==> src/sv/srfd_pkg.sv <==
// ----------------------------------------------------------------------------
// Sensor response frame decoder package
// Shared types, codes and sizes of the frame decoder.
// ----------------------------------------------------------------------------
package srfd_pkg;

    localparam int MAX_READ_BYTES   = 1024;
    localparam int WORD_STORE_DEPTH = 16;
    localparam int STORE_AW         = $clog2(WORD_STORE_DEPTH);
    localparam int QUEUE_DEPTH      = 4;
    localparam int QUEUE_AW         = $clog2(QUEUE_DEPTH);
    localparam int NUM_CHANNELS     = 4;

    localparam logic [10:0] MAX_READ_COUNT = 11'(MAX_READ_BYTES);
    localparam logic [4:0]  STORE_DEPTH_LEN = 5'(WORD_STORE_DEPTH);

    localparam logic [7:0] DELIM_BYTE = 8'h7E;
    localparam logic [7:0] ERR_MSB    = 8'h7D;
    localparam logic [7:0] ERR_LSB    = 8'h31;
    localparam logic [7:0] NOS_MSB    = 8'h7F;
    localparam logic [7:0] NOS_LSB    = 8'hFF;
    localparam logic [4:0] MIN_WORD   = 5'd11;
    localparam logic [4:0] MAX_WORD   = 5'd15;

    localparam logic OP_START = 1'b0;
    localparam logic OP_BYTE  = 1'b1;

    localparam logic [1:0] ST_VALID    = 2'd0;
    localparam logic [1:0] ST_NOSENSOR = 2'd1;
    localparam logic [1:0] ST_CHERR    = 2'd2;
    localparam logic [1:0] ST_INVALID  = 2'd3;

    typedef struct packed {
        logic       operation;
        logic [7:0] rx_byte;
    } t_in_item;

    typedef struct packed {
        logic [1:0]         channel;
        logic [1:0]         status;
        logic signed [15:0] value;
        logic               last;
    } t_out_item;

    typedef struct packed {
        logic                wr;
        logic [STORE_AW-1:0] addr;
        logic [7:0]          data;
        logic                dec;
        logic [4:0]          len;
        logic                ovf;
    } t_cmd;

    typedef struct packed {
        logic push;
        t_cmd cmd;
    } t_push;

endpackage

==> src/sv/srfd_front.sv <==
// ----------------------------------------------------------------------------
// Frame decoder front end
// Tracks the query and delimiters and turns received bytes into store
// writes and decode commands.
// ----------------------------------------------------------------------------
module srfd_front (
    input  logic              i_clk,
    input  logic              i_rst_n,
    input  logic              i_accept,
    input  srfd_pkg::t_in_item i_item,
    output srfd_pkg::t_push   o_push
);
    import srfd_pkg::*;

    logic        r_in_frame, n_in_frame;
    logic        r_query_done, n_query_done;
    logic [10:0] r_bytes_read, n_bytes_read;
    logic [4:0]  r_word_length, n_word_length;
    logic        r_word_overflow, n_word_overflow;
    logic        wr, fin;

    always_comb begin
        n_in_frame      = r_in_frame;
        n_query_done    = r_query_done;
        n_bytes_read    = r_bytes_read;
        n_word_length   = r_word_length;
        n_word_overflow = r_word_overflow;
        wr              = 1'b0;
        fin             = 1'b0;
        if (i_accept) begin
            if (i_item.operation == OP_START) begin
                n_in_frame      = 1'b0;
                n_query_done    = 1'b0;
                n_bytes_read    = '0;
                n_word_length   = '0;
                n_word_overflow = 1'b0;
            end else if (!r_query_done) begin
                n_bytes_read = r_bytes_read + 11'd1;
                if (i_item.rx_byte == DELIM_BYTE) begin
                    if (!r_in_frame) begin
                        n_in_frame = 1'b1;
                    end else begin
                        fin = 1'b1;
                    end
                end else if (r_in_frame) begin
                    if (r_word_length < STORE_DEPTH_LEN) begin
                        wr            = 1'b1;
                        n_word_length = r_word_length + 5'd1;
                    end else begin
                        n_word_overflow = 1'b1;
                    end
                end
                if (n_bytes_read >= MAX_READ_COUNT) begin
                    fin = 1'b1;
                end
                if (fin) begin
                    n_query_done = 1'b1;
                    n_in_frame   = 1'b0;
                end
            end
        end
    end

    always_comb begin
        o_push.push     = wr | fin;
        o_push.cmd.wr   = wr;
        o_push.cmd.addr = r_word_length[STORE_AW-1:0];
        o_push.cmd.data = i_item.rx_byte;
        o_push.cmd.dec  = fin;
        o_push.cmd.len  = n_word_length;
        o_push.cmd.ovf  = n_word_overflow;
    end

    always_ff @(posedge i_clk) begin
        if (!i_rst_n) begin
            r_in_frame      <= 1'b0;
            r_query_done    <= 1'b1;
            r_bytes_read    <= '0;
            r_word_length   <= '0;
            r_word_overflow <= 1'b0;
        end else begin
            r_in_frame      <= n_in_frame;
            r_query_done    <= n_query_done;
            r_bytes_read    <= n_bytes_read;
            r_word_length   <= n_word_length;
            r_word_overflow <= n_word_overflow;
        end
    end

endmodule

==> src/sv/srfd_queue.sv <==
// ----------------------------------------------------------------------------
// Frame decoder command queue
// Short first-in first-out queue between the front end and the decoder.
// ----------------------------------------------------------------------------
module srfd_queue (
    input  logic            i_clk,
    input  logic            i_rst_n,
    input  srfd_pkg::t_push i_push,
    input  logic            i_pop,
    output srfd_pkg::t_cmd  o_head,
    output logic            o_full,
    output logic            o_empty
);
    import srfd_pkg::*;

    t_cmd              r_mem [QUEUE_DEPTH];
    logic [QUEUE_AW-1:0] r_wptr, r_rptr;
    logic [QUEUE_AW:0]   r_count;
    logic              do_push, do_pop;

    assign o_full  = (r_count == (QUEUE_AW+1)'(QUEUE_DEPTH));
    assign o_empty = (r_count == '0);
    assign o_head  = r_mem[r_rptr];
    assign do_push = i_push.push && !o_full;
    assign do_pop  = i_pop && !o_empty;

    always_ff @(posedge i_clk) begin
        if (do_push) begin
            r_mem[r_wptr] <= i_push.cmd;
        end
    end

    always_ff @(posedge i_clk) begin
        if (!i_rst_n) begin
            r_wptr  <= '0;
            r_rptr  <= '0;
            r_count <= '0;
        end else begin
            if (do_push) begin
                r_wptr <= r_wptr + QUEUE_AW'(1);
            end
            if (do_pop) begin
                r_rptr <= r_rptr + QUEUE_AW'(1);
            end
            if (do_push && !do_pop) begin
                r_count <= r_count + (QUEUE_AW+1)'(1);
            end else if (do_pop && !do_push) begin
                r_count <= r_count - (QUEUE_AW+1)'(1);
            end
        end
    end

endmodule

==> src/sv/srfd_back.sv <==
// ----------------------------------------------------------------------------
// Frame decoder back end
// Holds the word store, decodes a finished word into four channel results
// and presents them through the output register.
// ----------------------------------------------------------------------------
module srfd_back (
    input  logic                i_clk,
    input  logic                i_rst_n,
    input  srfd_pkg::t_cmd      i_head,
    input  logic                i_empty,
    output logic                o_pop,
    output logic                o_out_valid,
    output srfd_pkg::t_out_item o_out_data,
    input  logic                i_out_stall
);
    import srfd_pkg::*;

    typedef enum logic [3:0] {
        S_IDLE = 4'b0001,
        S_READ = 4'b0010,
        S_EVAL = 4'b0100,
        S_EMIT = 4'b1000
    } t_state;

    t_state      r_state, n_state;
    logic [7:0]  r_mem [WORD_STORE_DEPTH];
    logic [7:0]  r_rd_msb, r_rd_lsb;
    logic [4:0]  r_len, n_len;
    logic [4:0]  r_pos, n_pos;
    logic [1:0]  r_ch, n_ch;
    logic        r_bad, n_bad;
    logic [1:0]  r_st [NUM_CHANNELS];
    logic [15:0] r_val [NUM_CHANNELS];
    logic        r_out_valid;
    t_out_item   r_out_data;
    logic        out_free, load_out, eval_en;
    logic [4:0]  addr_a, addr_b, trim;
    logic        is_err, is_nos;
    logic [1:0]  eval_st;
    logic [15:0] eval_val;
    t_out_item   emit_item;

    assign out_free = !r_out_valid || !i_out_stall;
    assign addr_a   = r_pos + 5'd2;
    assign addr_b   = r_pos + 5'd3;
    assign trim     = r_len - 5'd3;
    assign is_err   = (r_rd_msb == ERR_MSB) && (r_rd_lsb == ERR_LSB);
    assign is_nos   = (r_rd_msb == NOS_MSB) && (r_rd_lsb == NOS_LSB);

    always_comb begin
        priority if (is_err) begin
            eval_st  = ST_CHERR;
            eval_val = '0;
        end else if (is_nos) begin
            eval_st  = ST_NOSENSOR;
            eval_val = '0;
        end else begin
            eval_st  = ST_VALID;
            eval_val = {r_rd_msb, r_rd_lsb};
        end
    end

    always_comb begin
        emit_item.channel = r_ch;
        emit_item.status  = r_bad ? ST_INVALID : r_st[r_ch];
        emit_item.value   = r_bad ? 16'sd0 : $signed(r_val[r_ch]);
        emit_item.last    = (r_ch == 2'd3);
    end

    always_comb begin
        n_state  = r_state;
        n_len    = r_len;
        n_pos    = r_pos;
        n_ch     = r_ch;
        n_bad    = r_bad;
        o_pop    = 1'b0;
        load_out = 1'b0;
        eval_en  = 1'b0;
        unique case (r_state)
            S_IDLE: begin
                if (!i_empty) begin
                    o_pop = 1'b1;
                    if (i_head.dec) begin
                        n_len = i_head.len;
                        n_pos = '0;
                        n_ch  = '0;
                        n_bad = i_head.ovf || (i_head.len < MIN_WORD)
                                || (i_head.len > MAX_WORD);
                        n_state = n_bad ? S_EMIT : S_READ;
                    end
                end
            end
            S_READ: begin
                if ((r_pos + 5'd1) >= trim) begin
                    n_bad   = 1'b1;
                    n_ch    = '0;
                    n_state = S_EMIT;
                end else begin
                    n_state = S_EVAL;
                end
            end
            S_EVAL: begin
                eval_en = 1'b1;
                n_pos   = r_pos + (is_err ? 5'd3 : 5'd2);
                n_ch    = r_ch + 2'd1;
                n_state = (r_ch == 2'd3) ? S_EMIT : S_READ;
            end
            S_EMIT: begin
                if (out_free) begin
                    load_out = 1'b1;
                    n_ch     = r_ch + 2'd1;
                    if (r_ch == 2'd3) begin
                        n_state = S_IDLE;
                    end
                end
            end
            default: begin
                n_state = S_IDLE;
            end
        endcase
    end

    always_ff @(posedge i_clk) begin
        if (o_pop && i_head.wr) begin
            r_mem[i_head.addr] <= i_head.data;
        end
        r_rd_msb <= r_mem[addr_a[STORE_AW-1:0]];
        r_rd_lsb <= r_mem[addr_b[STORE_AW-1:0]];
    end

    always_ff @(posedge i_clk) begin
        if (eval_en) begin
            r_st[r_ch]  <= eval_st;
            r_val[r_ch] <= eval_val;
        end
        if (load_out) begin
            r_out_data <= emit_item;
        end
        r_len <= n_len;
        r_pos <= n_pos;
    end

    always_ff @(posedge i_clk) begin
        if (!i_rst_n) begin
            r_state     <= S_IDLE;
            r_ch        <= '0;
            r_bad       <= 1'b0;
            r_out_valid <= 1'b0;
        end else begin
            r_state <= n_state;
            r_ch    <= n_ch;
            r_bad   <= n_bad;
            if (load_out) begin
                r_out_valid <= 1'b1;
            end else if (!i_out_stall) begin
                r_out_valid <= 1'b0;
            end
        end
    end

    assign o_out_valid = r_out_valid;
    assign o_out_data  = r_out_data;

endmodule

==> src/sv/sensor_response_frame_decoder_top.sv <==
// ----------------------------------------------------------------------------
// Sensor response frame decoder
// Decodes a delimited sensor response word into four channel results.
// ----------------------------------------------------------------------------
// Input channel: one transfer is a start event or one received byte. A start
// opens a new query; bytes between the first and second 0x7E delimiter form
// the data word, and the query closes on the second delimiter or when the
// byte count reaches the read limit.
// Output channel: each closed query yields four transfers, channels 0 to 3,
// with last set on channel 3.
// Each accepted input transfer yields at most one push from the front end. A
// closed query is decoded by the back end in a read and an evaluate state per
// channel through the two-port word store read. The first result is registered
// once all four channels are evaluated, and the results then follow one per
// cycle while the receiver does not stall. A word of bad length skips the reads.
// Up to four store writes and decode commands wait in the queue; o_in_stall
// rises only when it is full, for instance while results are held back.
// When the receiver stalls, the result register holds its transfer unchanged.
// After reset no query is open and received bytes are dropped until a start.
// ----------------------------------------------------------------------------
module sensor_response_frame_decoder_top (
    input  logic                i_clk,
    input  logic                i_rst_n,
    input  logic                i_in_valid,
    input  srfd_pkg::t_in_item  i_in_data,
    output logic                o_in_stall,
    output logic                o_out_valid,
    output srfd_pkg::t_out_item o_out_data,
    input  logic                i_out_stall
);
    import srfd_pkg::*;

    t_push q_push;
    t_cmd  q_head;
    logic  q_full, q_empty, q_pop, in_accept;

    assign o_in_stall = q_full;
    assign in_accept  = i_in_valid && !q_full;

    srfd_front u_front (
        .i_clk    (i_clk),
        .i_rst_n  (i_rst_n),
        .i_accept (in_accept),
        .i_item   (i_in_data),
        .o_push   (q_push)
    );

    srfd_queue u_queue (
        .i_clk   (i_clk),
        .i_rst_n (i_rst_n),
        .i_push  (q_push),
        .i_pop   (q_pop),
        .o_head  (q_head),
        .o_full  (q_full),
        .o_empty (q_empty)
    );

    srfd_back u_back (
        .i_clk       (i_clk),
        .i_rst_n     (i_rst_n),
        .i_head      (q_head),
        .i_empty     (q_empty),
        .o_pop       (q_pop),
        .o_out_valid (o_out_valid),
        .o_out_data  (o_out_data),
        .i_out_stall (i_out_stall)
    );

`ifndef ASSERT_OFF
    a_no_push_full: assert property (@(posedge i_clk) disable iff (!i_rst_n)
        q_push.push |-> !q_full)
        else $error("command pushed into a full queue");

    a_last_ch3: assert property (@(posedge i_clk) disable iff (!i_rst_n)
        (o_out_valid && o_out_data.last) |-> (o_out_data.channel == 2'd3))
        else $error("last flag on a channel other than 3");

    a_value_zero: assert property (@(posedge i_clk) disable iff (!i_rst_n)
        (o_out_valid && (o_out_data.status != ST_VALID)) |-> (o_out_data.value == 16'sd0))
        else $error("nonzero value on a result without a valid reading");
`endif

endmodule
==> config.mk <==
export PLATFORM = sky130hd
export DESIGN_NAME = sensor_response_frame_decoder_top
export DESIGN_NICKNAME = d
export VERILOG_FILES = /design/src/sv/srfd_pkg.sv /design/src/sv/srfd_front.sv /design/src/sv/srfd_queue.sv /design/src/sv/srfd_back.sv /design/src/sv/sensor_response_frame_decoder_top.sv
export SDC_FILE = /design/constraint.sdc
export NUM_CORES = 1
export LEC_CHECK = 0
export BUFFER_PORTS_ARGS = -buffer_cell sky130_fd_sc_hd__buf_2
export CORE_ASPECT_RATIO = 1.1
export CORE_MARGIN = 2
export CORE_UTILIZATION = 65
export CTS_BUF_LIST = sky130_fd_sc_hd__clkbuf_4
export DETAILED_ROUTE_END_ITERATION = 8
export PLACE_DENSITY = 0.91
export SYNTH_ARGS = -nofsm -noshare
export SYNTH_HDL_FRONTEND = slang
export SYNTH_SLANG_ARGS = --single-unit
==> constraint.sdc <==
create_clock -name i_clk -period 3.8 [get_ports i_clk]
set_input_delay 0.38 -clock i_clk [delete_from_list [all_inputs] [get_ports i_clk]]
set_output_delay 0.38 -clock i_clk [all_outputs]
set_load 0.1 [all_outputs]
==> impl_results.md <==
- Status: finished clean
- CTS buffer count: 84
- Gr usage total: 0.2646
- Crit-path max FO: 11
- Initial Util: 0.6618
- # resized after CTS: 0
- Multi-input logic area: 4583 um^2
- Pleak: 5.620 nW
- Power Density: about 620 nW/um^2
- Clock skew: 0.05508 ns
- CP endpoint kind: flop
- CP bufs+invs: 0
- Bufs on Longest Clock Path: 3
- Global-route wire length before repair: 48130 um
- Core area: ~23000 um^2
- Seq/Total Area, Yosys: 0.6839
- Grt met3 use: 0.05028
- P_int: around 7.5 mW
- Psw: 3.033 mW
- Fin. Hold Viols: 0
- Hold wc startpoint: i_in_data[8]
- Primary FF master, synth: edfxtp_1
- Layout area overhead: 11.36%
- FF+latch area: 10380 um^2
- Top Family by Delay on Critical Path: simple AND/OR/NAND/NOR gates
- Die area: 24590 um^2
- DR vias/cell: 6.339
- FP Rows: 58
- Sequential share of power: 0.480
- DR WL/cell: 23.61 um
- Avg Inst Size Synth: 18.60 um^2
- Die width: 149.7 um
- Critical path arrival: 3.39 ns
- Post-placement setup slack: 0.7751 ns
- CTS Sinks: 363
- RSZ-0062 raised after global routing: false
- Synth Warn #: 0
- Die H: 164.3 um
- Minimum clock period: 3.097 ns
- Grt ovf: 0
- Worst setup margin: 0.7031 ns
- Initial antenna violation count: 1
- Final net count: 969
- Met1 Use GR: 0.3157
- Vias in the first global route: 8783
- PortBufs: 35
- Setup CP Type: reg -> reg
- Setup TNS: 0 ns
- Final Cycle Share: 0.8150
- Synthesized instance count: approximately 800
- RePlAce Congestion: 0.8087
- Crit-path cells: mux4_1 -> or3b_2 -> nor2_1
- DRC viols: 0
- Skew-Pair Late Insertion Delay: 0.72 ns
- Hold WC Path Type: in -> reg
- Pin count of the biggest net entering global routing: 67
- Seq cells post-synth: 363
- Peak supply drop: 368.5 uV
- Slew Limit Fails: 0
- EDFF count, synth: slightly above 300
- H-tree levels: 3
- Worst path slowest cell: dfxtp_1
- Critical Path Max Stage Delay: 0.73 ns
- Layout fillers: 1313
- Io pins: 36
- Clock share of power: 0.289
- Most common cell after layout, fill and taps aside: edfxtp_1
- Hold Slack: 0.05176 ns
- Layout cells sized above 1: 0.3180
- DRT iter0 DRCs: roughly 820
- Root Driver: clkbuf_4
- Most frequent cells in the layout: edfxtp_1 (311), clkbuf_4 (130), mux4_2 (110), dfxtp_1 (52), nor2_1 (42)
- TritonCTS clock tree: yes
- Switching part of the total: 0.2889
- Clk slew on worst S/H paths: 0.08 ns
- WL final: a little over 30000 um
- Number of iterations in the first detailed-routing pass: 4
- Dpl hpwl: 20090 um
- Post-Syn Area: 15180 um^2
- Worst Max-Slew Pin Slew: 1.184 ns
- Final setup viols: 0
- Final Power: 10.50 mW
- Busiest layer in global routing: met2
- Via count: 8228
- Worst endpoint required time: ~4.1 ns
- Unique masters post-synth: 53
- Total of max-cap violations: 0
- Startpoint Class: flop
- Rel. slew slack: 0.2051
- Post-synth net total: 853
- Ys async rst share: 0
- Comb power frac: 0.231
- M2 GR Usage: 0.4835
- Achievable Freq: 322.9 MHz
- Final ANT Viol Nets: 0
==> through the flow <==
| step | util | instance area, um^2 | instances |
|---|---|---|---|
| 2_1_floorplan | - | 15180 | 816 |
| 3_3_place_gp | 0.6867 | 15750 | 1137 |
| 3_5_place_dp | 0.6867 | 15750 | 1137 |
| 4_1_cts | 0.7369 | 16900 | 1297 |
| 5_1_grt | 0.7370 | 16900 | 1298 |
| 6_report | 0.7370 | 16900 | 1298 |
==> worst paths after layout <==
path / slack [ns] / depth (start not counted) / to
worst min register to register: 0.47 / 2 / u_front.r_word_overflow
worst min-delay path: 0.05 / 3 / u_front.r_query_done
worst max register to register: 0.70 / 3 / u_back.r_mem[8][4]
worst max-delay path: 0.70 / 3 / u_back.r_mem[8][4]
==> power groups by stage <==
stage	Combinational (mW)	Clock, mW	Sequential, mW
2_1_floorplan	1.79	0	5.03
3_3_place_gp	2.27	0	5.11
3_5_place_dp	2.41	0	5.12
4_1_cts	2.43	3.08	5.04
5_1_grt	2.61	3.27	5.06
6_report	2.43	3.03	5.04
==> cell usage after synthesis, types with 2 or more instances <==
| library cell | count | share of area |
|---|---|---|
| or3b_2 | 3 | 0.0017 |
| and2_1 | 32 | 0.013 |
| o21ai_0 | 14 | 0.0046 |
| o41a_1 | 2 | 0.0015 |
| xnor2_1 | 11 | 0.0063 |
| dfxtp_1 | 52 | 0.069 |
| o22ai_1 | 2 | 0.00082 |
| nand2_1 | 22 | 0.0054 |
| nand4_1 | 7 | 0.0029 |
| nand2b_1 | 2 | 0.00082 |
| nor2b_1 | 20 | 0.0082 |
| nor4_1 | 3 | 0.0012 |
| a21oi_1 | 17 | 0.0056 |
| and3_1 | 3 | 0.0012 |
| mux4_1 | 8 | 0.014 |
| a211oi_1 | 2 | 0.00099 |
| clkbuf_1 | 25 | 0.0062 |
| nor3_1 | 4 | 0.0013 |
| edfxtp_1 | 311 | 0.62 |
| nand3_1 | 10 | 0.0033 |
| nor3b_1 | 2 | 0.00099 |
| mux4_2 | 110 | 0.16 |
| nand3b_1 | 5 | 0.0025 |
| a21boi_0 | 3 | 0.0015 |
| inv_1 | 19 | 0.0047 |
| xor2_1 | 13 | 0.0075 |
| or3_1 | 8 | 0.0033 |
| buf_2 | 6 | 0.0020 |
| nor2_1 | 42 | 0.010 |
| or2_2 | 3 | 0.0012 |
| or4b_4 | 2 | 0.0018 |
| nand4b_1 | 3 | 0.0017 |
| ha_1 | 23 | 0.019 |
| mux2i_1 | 7 | 0.0046 |
| nor4b_1 | 2 | 0.0012 |
==> sequential cells by signal (all words and copies together) (netlist names), named ones only <==
signal / count
u_back.r_state: 4
u_back.r_pos: 5
u_back.r_bad: 1
u_back.o_out_data: 21
u_back.r_ch: 2
u_back.r_st: 8
u_front.r_word_overflow: 1
u_queue.r_wptr: 2
u_front.r_in_frame: 1
u_front.r_word_length: 5
u_front.r_query_done: 1
u_queue.r_mem: 80
u_back.r_val: 64
u_back.r_mem: 128
u_front.r_bytes_read: 11
u_queue.r_rptr: 2
u_back.r_len: 5
u_back.r_rd_lsb: 8
u_back.r_rd_msb: 8
u_queue.r_count: 3
u_back.o_out_valid: 1
==> layer usage <==
layer | share of wire | up-vias
met2 | 0.55 | 394
met5 | 0 | -
met3 | 0.065 | 63
li1 | - | 3587
met4 | 0.021 | 0
met1 | 0.36 | 4184
==> kinds of logic after synthesis <==
family	count (synthesis)	synth area share
flip-flops	363	0.6839
AND/OR/NAND/NOR	180	0.06678
adder cells (fa/ha/maj)	24	0.02028
multiplexers	125	0.1817
XOR/XNOR	24	0.01385
buffers and inverters	53	0.01434
AO/OA/AOI/OAI	47	0.01913
==> layout make-up <==
class | count | area share
diodes | 1 | 0.0001481
clock buffers | 130 | 0.05774
clock inverters | 21 | 0.005034
inverters | 19 | 0.004220
multi-input cells | 400 | 0.2712
flip-flops and latches | 363 | 0.6142
well taps | 300 | 0.02221
repair buffers | 64 | 0.02532
==> what timing repair did <==
item                                   4_1_cts  5_1_grt
endpoints found under the hold margin       33        0
setup buffers                                0        0
hold buffers                                 9        0
==> worst min-delay path, stage by stage <==
cell,delay (ns)
buf_2,0.15
o21ai_0,0.10
o311ai_0,0.10
Power figures use the tool's default switching activity.
